<file path="src/sv/tcw_pkg.sv">
// tcw_pkg: shared types and constants for the text console writer
// no dependencies; imported by every module of the block except tcw_ram
`timescale 1ns / 1ps

package tcw_pkg;

    // default geometry of the screen
    localparam int SCREEN_ROWS_DEF = 25;
    localparam int MAX_COLUMNS_DEF = 128;

    // character and attribute constants
    localparam logic [7:0] NEWLINE_CODE     = 8'd10;
    localparam logic [7:0] BLANK_ATTR       = 8'd7;
    localparam logic [7:0] COLUMN_COUNT_RST = 8'd80;

    // operation codes of an input word
    localparam logic OP_PUT  = 1'b0;
    localparam logic OP_READ = 1'b1;

    typedef struct packed {
        logic       operation;
        logic [7:0] char_code;
        logic [4:0] read_row;
        logic [6:0] read_col;
    } in_item_t;

    typedef struct packed {
        logic [6:0] cursor_col;
        logic [4:0] cursor_row;
        logic       scrolled;
        logic [7:0] cell_char;
        logic [7:0] cell_attr;
    } out_item_t;

    // controller to datapath
    typedef struct packed {
        logic take_item;
        logic start_sweep;
        logic load_out;
    } tcw_cmd_t;

    // datapath to controller
    typedef struct packed {
        logic item_scroll;
        logic sweep_done;
    } tcw_sts_t;

endpackage

</file>
<file path="src/sv/tcw_ctrl.sv">
// tcw_ctrl: control state machine and output valid flag
// depends on tcw_pkg
`timescale 1ns / 1ps

module tcw_ctrl
    import tcw_pkg::*;
(
    input  logic     aclk,
    input  logic     aresetn,
    input  logic     s_valid,
    output logic     s_ready,
    output logic     m_valid,
    input  logic     m_ready,
    input  tcw_sts_t sts,
    output tcw_cmd_t cmd
);

    typedef enum logic [3:0] {
        ST_CLEAR  = 4'b0001,
        ST_IDLE   = 4'b0010,
        ST_SCROLL = 4'b0100,
        ST_FIN    = 4'b1000
    } state_t;

    state_t state_reg, state_next;
    logic   m_valid_reg, m_valid_next;

    always_comb begin
        state_next = state_reg;
        cmd        = '0;
        unique case (state_reg)
            ST_CLEAR: begin
                if (sts.sweep_done) begin
                    state_next = ST_IDLE;
                end
            end
            ST_IDLE: begin
                if (s_valid) begin
                    cmd.take_item = 1'b1;
                    if (sts.item_scroll) begin
                        cmd.start_sweep = 1'b1;
                        state_next      = ST_SCROLL;
                    end else begin
                        state_next = ST_FIN;
                    end
                end
            end
            ST_SCROLL: begin
                if (sts.sweep_done) begin
                    state_next = ST_FIN;
                end
            end
            ST_FIN: begin
                if (!m_valid_reg || m_ready) begin
                    cmd.load_out = 1'b1;
                    state_next   = ST_IDLE;
                end
            end
            default: begin
                state_next = ST_CLEAR;
            end
        endcase

        if (cmd.load_out) begin
            m_valid_next = 1'b1;
        end else if (m_ready) begin
            m_valid_next = 1'b0;
        end else begin
            m_valid_next = m_valid_reg;
        end
    end

    always_ff @(posedge aclk) begin
        if (!aresetn) begin
            state_reg   <= ST_CLEAR;
            m_valid_reg <= 1'b0;
        end else begin
            state_reg   <= state_next;
            m_valid_reg <= m_valid_next;
        end
    end

    assign s_ready = (state_reg == ST_IDLE);
    assign m_valid = m_valid_reg;

endmodule

</file>
<file path="config.mk">
export PLATFORM = sky130hd
export DESIGN_NAME = tcw_ctrl
export DESIGN_NICKNAME = d
export VERILOG_FILES = /design/src/sv/tcw_pkg.sv /design/src/sv/tcw_ctrl.sv
export SDC_FILE = /design/constraint.sdc
export NUM_CORES = 1
export LEC_CHECK = 0
export ABC_CLOCK_PERIOD_IN_PS = 1650
export BUFFER_PORTS_ARGS = -buffer_cell sky130_fd_sc_hd__buf_4
export CORE_AREA = 2 2 39 41
export DETAILED_ROUTE_END_ITERATION = 6
export DIE_AREA = 0 0 41 43
export PLACE_DENSITY = 0.54
export SLEW_MARGIN = 10
export SYNTH_ARGS = -nofsm -noshare
export SYNTH_HDL_FRONTEND = slang
export SYNTH_SLANG_ARGS = --single-unit
</file>
<file path="constraint.sdc">
create_clock -name aclk -period 1.65 [get_ports aclk]
set_clock_uncertainty 0.05 [all_clocks]
set_input_delay 0 -clock aclk [delete_from_list [all_inputs] [get_ports aclk]]
set_output_delay 0 -clock aclk [all_outputs]
set_load 0.005 [all_outputs]
</file>
Word level (Yosys, flattened, before mapping). Cells that the tools add are included.

Equality and inequality tests: 8. Reduce and logical (&&, ||, !) cells: 4. Mux-type cells: 13.

Operators by type and width (count): 4-bit 2-to-1 mux (5); 4-bit one-hot mux with 4 select lines (1); 2-bit inequality test, second input constant (4); 1-bit 2-to-1 mux (5); 4-bit by 1-bit == test with 1-bit output, second input constant (1); 4-bit by 2-bit == test with 1-bit output, second input constant (1); 4-bit by 3-bit == test with 1-bit output, second input constant (1); 4-bit == test, second input constant (1); 2-bit 2-to-1 mux (2); 4-bit AND reduction (1); 2-bit nonzero test (1); 1-bit logical NOT (1); 1-bit logical OR (1).

Output and inout bits: 5. Input bits: 6. Register bits: 5. Logic and storage cells: 27.

Logic depth before layout (Yosys ltp). Gate-level depths: netlist of run 1.

Depth after elaboration: 5. Mapped depth: 5. Gate-level depth less buffers: 4.

Least setup slack after synthesis of run 1. No wires, ideal clock.

Path kind: flip-flop to flip-flop. From: register state_reg[0]. To: register state_reg[1]. Required time: 1.528 ns. Library setup time: 0.072 ns. Setup slack: 0.432 ns. Cell stages (with the launch flop): 6. Clock period less this slack: 1.218 ns. Arrival time: 1.097 ns. Path buffers: 1. Path through: dfxtp_1 buf_6 nor4b_4 a22oi_2 nand2_2 mux2i_1.

Longest elaborated chain between the ends: 3. Elaborated cells on any way between the ends: 10. Those cells by class: eq/ne: 8; mux: 1; reduce/logical: 1.

Ends and longest elaborated chain: from (decl) (line tcw_ctrl.sv:25) `state_t state_reg, state_next;`; from (signal assigned) (line tcw_ctrl.sv:78) `state_reg <= state_next;`; 4-bit == test, or another cell as far along (line tcw_ctrl.sv:31) `unique case (state_reg)`; 2-bit inequality test (no line); 4-bit AND reduction (no line).

Several ways; a longest one is shown, not always the timed one. A chain may end at the register's enable or synchronous reset.

==> results.sh, run 1 <==
export IMPL_outcome="complete, no violations"
export IMPL_p_total_w=0.000429
export IMPL_async_reset_ff_share_pct=0
export IMPL_ant_nets=0
export IMPL_cap_violations=0
export IMPL_vias=332
export IMPL_multi_input_area_um2=258
export IMPL_gp_congestion=0.738
export IMPL_setup_viol=0
export IMPL_critPathSlowestCell="dfxtp_1"
export IMPL_ir_worst_vdd_uv=430
export IMPL_ys_flop_type="dfxtp_1"
export IMPL_fillCellCount=153
export IMPL_end_kind="output pin"
export IMPL_critPathMaxStageDelay_ns=0.56
export IMPL_clock_power_share_pct=32.6
export IMPL_synth_edff_count=0
export IMPL_critPathRequiredTime_ns=1.60
export IMPL_powerDensity_nw_per_um2=847
export IMPL_grt_pass1_wl_um=1190
export IMPL_ys_types=23
export IMPL_final_hold_viol_count=0
export IMPL_drive_gt1_share_pct=34.5
export IMPL_p_sw_share_pct=31.3
export IMPL_synth_area_per_cell_um2=9.16
export IMPL_area_growth_pct=25.8
export IMPL_drt_total_wl_um=782
export IMPL_cts_sinks=5
export IMPL_largest_reg_flops=4
export IMPL_postSynthCellCount=44
export IMPL_grt_use_total_pct=10.2
export IMPL_core_area_um2=1380
export IMPL_switching_power_w=0.000134
export IMPL_final_seq_area_um2=100
export IMPL_pwr_share_comb_pct=26.8
export IMPL_cts_root_buf="clkbuf_4"
export IMPL_dieArea_um2=1760
export IMPL_ctsResizeCount=0
export IMPL_fmax_ghz=0.669
export IMPL_synth_top_cell_area_share_pct=24.8
export IMPL_period_share_pct=90.6
export IMPL_drt_iter0_markers=10
export IMPL_path_clk_slew_ns=0.04
export IMPL_ctsHoldBuffers=2
export IMPL_ys_seq_area_share_pct=24.8
export IMPL_ff2ff_path_depth=4
export IMPL_cts_setup_buffers=0
export IMPL_via_per_inst=4.68
export IMPL_ctsLongestPathBuffers=2
export IMPL_worstSkewPairLatency_ns=0.24
export IMPL_arrival_ns=1.45
export IMPL_die_x_um=41
export IMPL_rsz0062_at_grt="no"
export IMPL_synth_area_leaders="dfxtp_1 (25%), nor4b_4 (12%), mux2i_1 (7.5%), buf_4 (7.5%), nor3b_1 (5.6%)"
export IMPL_antenna_found_initial=0
export IMPL_hold_ws_ns=0.0562
export IMPL_cts_max_level=1
export IMPL_slew_viol_final=0
export IMPL_rows=14
export IMPL_p_int_w=0.000295
export IMPL_holdPathStages=3
export IMPL_syn_cell_area_um2=403
export IMPL_path_cells="nor4b_4 > and3_1 > buf_4"
export IMPL_synth_most_common_cell="dfxtp_1"
export IMPL_synth_seq_cells=5
export IMPL_dr_pass1_iters=4
export IMPL_cts_buffers=3
export IMPL_grt_pass1_vias=297
export IMPL_synthTopCellsByCount="dfxtp_1 (5), buf_4 (4), nand2_1 (4)"
export IMPL_critPathLaunchType="flip-flop"
export IMPL_yosys_warnings=0
export IMPL_synth_largest_area_cell="dfxtp_1"
export IMPL_slew_headroom_pct=69.0
export IMPL_cellLeakagePower_nw=0.206
export IMPL_antenna_cells=0
export IMPL_routedWlPerCell_um=11.0
export IMPL_dieHeight_um=43
export IMPL_worst_pin_slew_ns=0.464
export IMPL_setup_tns_ns=0
export IMPL_initial_core_util_pct=29.1
export IMPL_syn_num_nets=50
export IMPL_grt_max_degree=12
export IMPL_criticalPathCategory="flip-flop to output pin"
export IMPL_finalNetCount=62
export IMPL_hpwl_um=584
export IMPL_grt_overflow=0
export IMPL_pwr_share_seq_pct=40.6
export IMPL_drc=0
export IMPL_portBuffers=10
export IMPL_hold_class="input port to flip-flop"
export IMPL_pin_count=11
export IMPL_cts_tree="yes"
export IMPL_cp_max_fo=11
export IMPL_period_needed_ns=1.50
==> final cells by class <==
cell class | count | area share (%)
clock buffers | 4 | 5.19
multi-input cells | 33 | 50.9
flip-flops and latches | 5 | 19.8
well taps | 16 | 3.95
repair buffers | 13 | 20.2
==> path summary, 6_finish.rpt <==
path | slack (ns) | start | end
worst max register to register | 0.26 | state_reg[2] | state_reg[3]
worst min-delay path | 0.06 | m_ready | m_valid
worst max-delay path | 0.15 | state_reg[1] | cmd[1]
worst min register to register | 0.53 | state_reg[3] | state_reg[3]
==> cells by family (layout without fill, tap and decap cells) <==
logic type | count (synthesis) | count (layout) | share of synthesized area, %
simple gates | 21 | 21 | 40.4
compound gates | 7 | 7 | 11.8
buf+inv | 6 | 17 | 11.2
flops | 5 | 5 | 24.8
mux | 3 | 3 | 7.45
xor+xnor | 2 | 2 | 4.35
==> cells in the final DEF, fill, tap and decap left out, types with 2 or more instances in the layout <==
cell / synthesis / layout
buf_4: 4 / 11
dfxtp_1: 5 / 5
nand2_1: 4 / 4
nor3b_1: 3 / 3
o21ai_1: 3 / 3
mux2i_1: 3 / 3
clkbuf_4: 0 / 3
nor2b_1: 2 / 2
nor4b_4: 2 / 2
nor2_1: 2 / 2
nand3_1: 2 / 2
xor2_1: 2 / 2
dlygate4sd3_1: 0 / 2
==> worst max-delay path, delay by kind of cell, from the launching register on <==
family / cells / cell delay, ns
buf+inv: 1 / 0.10
flops: 1 / 0.56
simple gates: 2 / 0.54
==> power by group through the flow <==
stage	sequential (W)	clock [W]	combinational, W
final	0.000174	0.000140	0.000115
after CTS	0.000173	0.000147	0.000116
after floorplan	0.000145	0	0.000127
after global routing	0.000177	0.000163	0.000125
after global placement	0.000176	0	0.000114
after detailed placement	0.000176	0	0.000112
==> metrics by stage <==
stage	std cells	instance area, um^2	util (%)	setup slack (ns)
finish	71	507	36.6	0.155
global route	71	507	36.6	0.0429
CTS	71	507	36.6	0.154
detailed placement	65	460	33.3	0.296
global placement	65	460	33.3	0.306
floorplan	44	403	-	0.432
==> per-layer routing <==
metal	share of wire [%]	up-vias	track usage [%]
met4	0	0	2.00
met5	0	-	0
met2	45	13	14.7
met3	6.3	0	7.85
li1	-	176	-
met1	48	143	11.9
Power figures use the tool's default switching activity.
==> inputs of run 2 (changes only) <==
--- a/config.mk
+++ b/config.mk
@@ -6,11 +6,11 @@
 export NUM_CORES = 1
 export LEC_CHECK = 0
 export ABC_CLOCK_PERIOD_IN_PS = 1650
-export BUFFER_PORTS_ARGS = -buffer_cell sky130_fd_sc_hd__buf_4
 export CORE_AREA = 2 2 39 41
 export DETAILED_ROUTE_END_ITERATION = 6
 export DIE_AREA = 0 0 41 43
-export PLACE_DENSITY = 0.54
+export DONT_BUFFER_PORTS = 1
+export PLACE_DENSITY = 0.47
 export SLEW_MARGIN = 10
 export SYNTH_ARGS = -nofsm -noshare
 export SYNTH_HDL_FRONTEND = slang
==> constraint.sdc (replaced) <==
create_clock -name aclk -period 1.65 [get_ports aclk]
set_clock_uncertainty 0.05 [all_clocks]
set_input_delay 0.165 -clock aclk [delete_from_list [all_inputs] [get_ports aclk]]
set_output_delay 0.165 -clock aclk [all_outputs]
set_load 0.005 [all_outputs]
==> results.sh, run 2 (synthesized netlist as in run 1, its figures left out) <==
export IMPL_routedWlPerCell_um=12.9
export IMPL_via_per_inst=4.93
export IMPL_cellLeakagePower_nw=0.151
export IMPL_cap_violations=0
export IMPL_setup_viol=0
export IMPL_final_cell_mix="nand2_1 (4), dfxtp_1 (4)"
export IMPL_worst_pin_slew_ns=0.510
export IMPL_pwr_share_seq_pct=42.0
export IMPL_fmax_ghz=0.648
export IMPL_grt_overflow=0
export IMPL_critPathSlowestCell="dfxtp_1"
export IMPL_final_util_pct=30.6
export IMPL_cp_max_fo=11
export IMPL_powerDensity_nw_per_um2=984
export IMPL_slew_headroom_pct=66.0
export IMPL_die_x_um=41
export IMPL_rsz0062_at_grt="no"
export IMPL_cts_root_buf="clkbuf_4"
export IMPL_final_hold_viol_count=0
export IMPL_cts_buffers=3
export IMPL_outcome="complete, no violations"
export IMPL_drt_iter0_markers=2
export IMPL_dieHeight_um=43
export IMPL_dr_pass1_iters=2
export IMPL_drc=0
export IMPL_cts_sinks=5
export IMPL_critPathRequiredTime_ns=1.43
export IMPL_switching_power_w=0.000133
export IMPL_cts_max_level=1
export IMPL_end_kind="output pin"
export IMPL_cts_setup_buffers=0
export IMPL_dieArea_um2=1760
export IMPL_vias=296
export IMPL_antenna_found_initial=0
export IMPL_finalNetCount=51
export IMPL_worstSkewPairLatency_ns=0.25
export IMPL_setup_tns_ns=0
export IMPL_ir_worst_vdd_uv=241
export IMPL_clock_power_share_pct=35.4
export IMPL_grt_max_degree=12
export IMPL_ant_nets=0
export IMPL_critPathLaunchType="flip-flop"
export IMPL_path_clk_slew_ns=0.05
export IMPL_antenna_cells=0
export IMPL_p_int_w=0.000283
export IMPL_drive_gt1_share_pct=22.7
export IMPL_rows=14
export IMPL_core_area_um2=1380
export IMPL_hold_ws_ns=0.0105
export IMPL_pin_count=11
export IMPL_largest_reg_flops=4
export IMPL_period_needed_ns=1.54
export IMPL_area_growth_pct=4.97
export IMPL_period_share_pct=93.5
export IMPL_p_sw_share_pct=32.0
export IMPL_hold_class="input port to flip-flop"
export IMPL_critPathMaxStageDelay_ns=0.46
export IMPL_criticalPathCategory="flip-flop to output pin"
export IMPL_ctsLongestPathBuffers=2
export IMPL_pwr_share_comb_pct=22.7
export IMPL_grt_pass1_wl_um=1360
export IMPL_cts_tree="yes"
export IMPL_gp_congestion=0.753
export IMPL_grt_pass1_vias=314
export IMPL_grt_use_total_pct=12.1
export IMPL_slew_viol_final=0
export IMPL_drt_total_wl_um=775
export IMPL_arrival_ns=1.33
export IMPL_path_cells="nor4b_4 > and3_1"
export IMPL_fillCellCount=161
export IMPL_portBuffers=0
export IMPL_initial_core_util_pct=29.1
## run 2: cell count changes in the layout (fill, tap and decap cells not counted)
cell / before / now
buf_4: 11 / 1
dfxtp_1: 5 / 4
dlygate4sd3_1: 2 / 1
dfxtp_2: 0 / 1
## run 2: critical path: cells and delay by family (launching register included)
family           cells  cell delay (ns)
flip-flops           1             0.46
AND/OR/NAND/NOR      2             0.62
## run 2: power groups by stage
| stage | combinational, W | clock, W | sequential (W) |
|---|---|---|---|
| after floorplan | 0.000127 | 0 | 0.000145 |
| after global placement | 0.0000904 | 0 | 0.000175 |
| after detailed placement | 0.0000926 | 0 | 0.000177 |
| after CTS | 0.0000959 | 0.000153 | 0.000173 |
| after global routing | 0.000106 | 0.000162 | 0.000180 |
| final | 0.0000943 | 0.000147 | 0.000175 |
## run 2: layer usage
layer  vias to the layer above  share of wire [%]  global-route usage, %
met3                         4                5.4                   1.57
met2                        12                 46                   15.3
met5                         -                  0                      0
met4                         0                4.5                   14.0
met1                       129                 44                   15.2
li1                        151                  -                      -
## run 2: worst paths after layout
kind / to / startpoint / slack [ns] / cells past startpoint
min reg2reg: state_reg[1] / state_reg[1] / 0.50 / 2
max: cmd[1] / state_reg[2] / 0.11 / 2
min: state_reg[1] / aresetn / 0.01 / 2
max reg2reg: state_reg[3] / state_reg[2] / 0.21 / 4
## run 2: metrics by stage
step / total power (W) / std cells / worst slack, ns / area, um^2
2_1_floorplan: 0.000272 / 44 / 0.432 / 403
3_3_place_gp: 0.000265 / 55 / 0.275 / 385
3_5_place_dp: 0.000269 / 55 / 0.240 / 385
4_1_cts: 0.000422 / 60 / 0.0443 / 422
5_1_grt: 0.000448 / 60 / 0.0266 / 423
6_report: 0.000416 / 60 / 0.107 / 423
## run 2: area by class of cell
type,count,area [um^2],share of cell area [%]
Multi-Input combinational cell,33,258,60.9
Sequential cell,5,101,24.0
Clock buffer,4,26.3,6.21
Tap cell,16,20.0,4.73
Timing Repair Buffer,2,17.5,4.14
## run 2: repair_timing
action                                  in CTS  in global routing
hold buffers                                 1                  0
gates resized for setup                      0                  1
endpoints found under the setup margin       0                  2
endpoints found under the hold margin        2                  0
==> inputs of run 3 (changes only) <==
--- a/config.mk
+++ b/config.mk
@@ -5,7 +5,7 @@
 export SDC_FILE = /design/constraint.sdc
 export NUM_CORES = 1
 export LEC_CHECK = 0
-export ABC_CLOCK_PERIOD_IN_PS = 1650
+export ABC_CLOCK_PERIOD_IN_PS = 1850
 export CORE_AREA = 2 2 39 41
 export DETAILED_ROUTE_END_ITERATION = 6
 export DIE_AREA = 0 0 41 43
==> constraint.sdc (replaced) <==
create_clock -name aclk -period 1.85 [get_ports aclk]
set_clock_uncertainty 0.05 [all_clocks]
set_input_delay 0.185 -clock aclk [delete_from_list [all_inputs] [get_ports aclk]]
set_output_delay 0.185 -clock aclk [all_outputs]
set_load 0.005 [all_outputs]
==> results.sh, run 3 (synthesized netlist as in run 1, its figures left out) <==
export IMPL_outcome="complete, no violations"
export IMPL_fin_ws_ns=0.228
export IMPL_drt_iter0_markers=6
export IMPL_largest_reg_flops=4
export IMPL_drive_gt1_share_pct=18.6
export IMPL_critPathLaunchType="flip-flop"
export IMPL_cap_violations=0
export IMPL_cp_max_fo=11
export IMPL_critPathMaxStageDelay_ns=0.57
export IMPL_path_clk_slew_ns=0.04
export IMPL_setup_tns_ns=0
export IMPL_end_kind="output pin"
export IMPL_grt_use_total_pct=11.2
export IMPL_gp_congestion=0.748
export IMPL_cellLeakagePower_nw=0.146
export IMPL_dieArea_um2=1760
export IMPL_period_share_pct=87.7
export IMPL_mostFrequentLayoutCell="dfxtp_1"
export IMPL_vias=296
export IMPL_grt_overflow=0
export IMPL_slew_viol_final=0
export IMPL_period_needed_ns=1.62
export IMPL_ctsLongestPathBuffers=2
export IMPL_setup_viol=0
export IMPL_antenna_cells=0
export IMPL_via_per_inst=5.02
export IMPL_cts_buffers=3
export IMPL_criticalPathCategory="flip-flop to output pin"
export IMPL_slew_headroom_pct=65.7
export IMPL_portBuffers=0
export IMPL_pre_cts_ws_ns=0.393
export IMPL_hpwl_um=535
export IMPL_path_cells="nor4b_4 > and3_1"
export IMPL_critPathSlowestCell="dfxtp_1"
export IMPL_core_area_um2=1380
export IMPL_routedWlPerCell_um=13.0
export IMPL_finalNetCount=50
export IMPL_initial_core_util_pct=29.1
export IMPL_worstSkewPairLatency_ns=0.24
export IMPL_die_x_um=41
export IMPL_cts_sinks=5
export IMPL_final_hold_viol_count=0
export IMPL_drc=0
export IMPL_pin_count=11
export IMPL_arrival_ns=1.39
export IMPL_ant_nets=0
export IMPL_critPathBufInv=0
export IMPL_ir_worst_vdd_uv=241
export IMPL_crit_family="simple AND/OR/NAND/NOR gates"
export IMPL_grt_max_degree=12
export IMPL_fmax_ghz=0.616
export IMPL_rows=14
export IMPL_dieHeight_um=43
export IMPL_powerDensity_nw_per_um2=884
export IMPL_cts_root_buf="clkbuf_4"
export IMPL_final_cell_mix="dfxtp_1 (5), nand2_1 (4)"
export IMPL_grt_pass1_vias=293
export IMPL_drt_total_wl_um=766
export IMPL_rsz0062_at_grt="no"
export IMPL_hold_class="input port to flip-flop"
export IMPL_critPathRequiredTime_ns=1.62
export IMPL_grt_pass1_wl_um=1270
export IMPL_p_total_w=0.000366
export IMPL_cts_max_level=1
export IMPL_dr_pass1_iters=4
export IMPL_worst_pin_slew_ns=0.514
export IMPL_cts_setup_buffers=0
export IMPL_antenna_found_initial=0
export IMPL_area_growth_pct=2.80
export IMPL_cts_tree="yes"
==> run 3: per-stage QoR <==
step	utilization [%]	hold slack [ns]	cell area (um^2)	std cells
after floorplan	-	0.286	403	44
after global placement	27.3	0.201	378	54
after detailed placement	27.3	0.207	378	54
after CTS	29.9	0.00323	414	59
after global routing	29.9	0.0120	414	59
final	29.9	0.00784	414	59
==> run 3: path summary, 6_finish.rpt <==
check	end	from	depth (start not counted)	slack [ns]
setup / recovery	cmd[1]	state_reg[1]	2	0.23
hold / removal	m_valid	aresetn	1	0.008
setup reg to reg	state_reg[3]	state_reg[3]	4	0.39
hold reg to reg	state_reg[3]	state_reg[3]	2	0.60
==> run 3: timing repair <==
action / CTS / global route
hold buffers: 1 / 0
gates resized for setup: 0 / 0
endpoints found under the hold margin: 1 / 0
==> run 3: final cells by class <==
class / count / area [um^2]
sequential: 5 / 100
fill: 154 / 970
tap: 16 / 20.0
multi-input combinational: 33 / 258
timing repair buffer: 1 / 10.0
clock buffer: 4 / 26.3
==> run 3: layer usage <==
metal | GRT usage, % | share of wire, % | wire [um]
met1 | 13.5 | 42 | 320
met2 | 15.0 | 49 | 379
met3 | 2.09 | 7.3 | 56
met4 | 12.0 | 1.3 | 10
met5 | 0 | 0 | 0
==> run 3: worst register-to-register path: stages (launching register included) <==
cell	delay, ns
dfxtp_1	0.55
nor4b_4	0.33
a22oi_2	0.13
nand2_2	0.12
mux2i_1	0.21
==> run 3: report_power, final <==
group	switching [W]	total, W	internal [W]	leakage (nW)
clock	0.0000452	0.000127	0.0000816	0.0150
sequential	0.0000377	0.000157	0.000120	0.0408
combinational	0.0000330	0.0000819	0.0000489	0.0898
total	0.000116	0.000366	0.000250	0.146
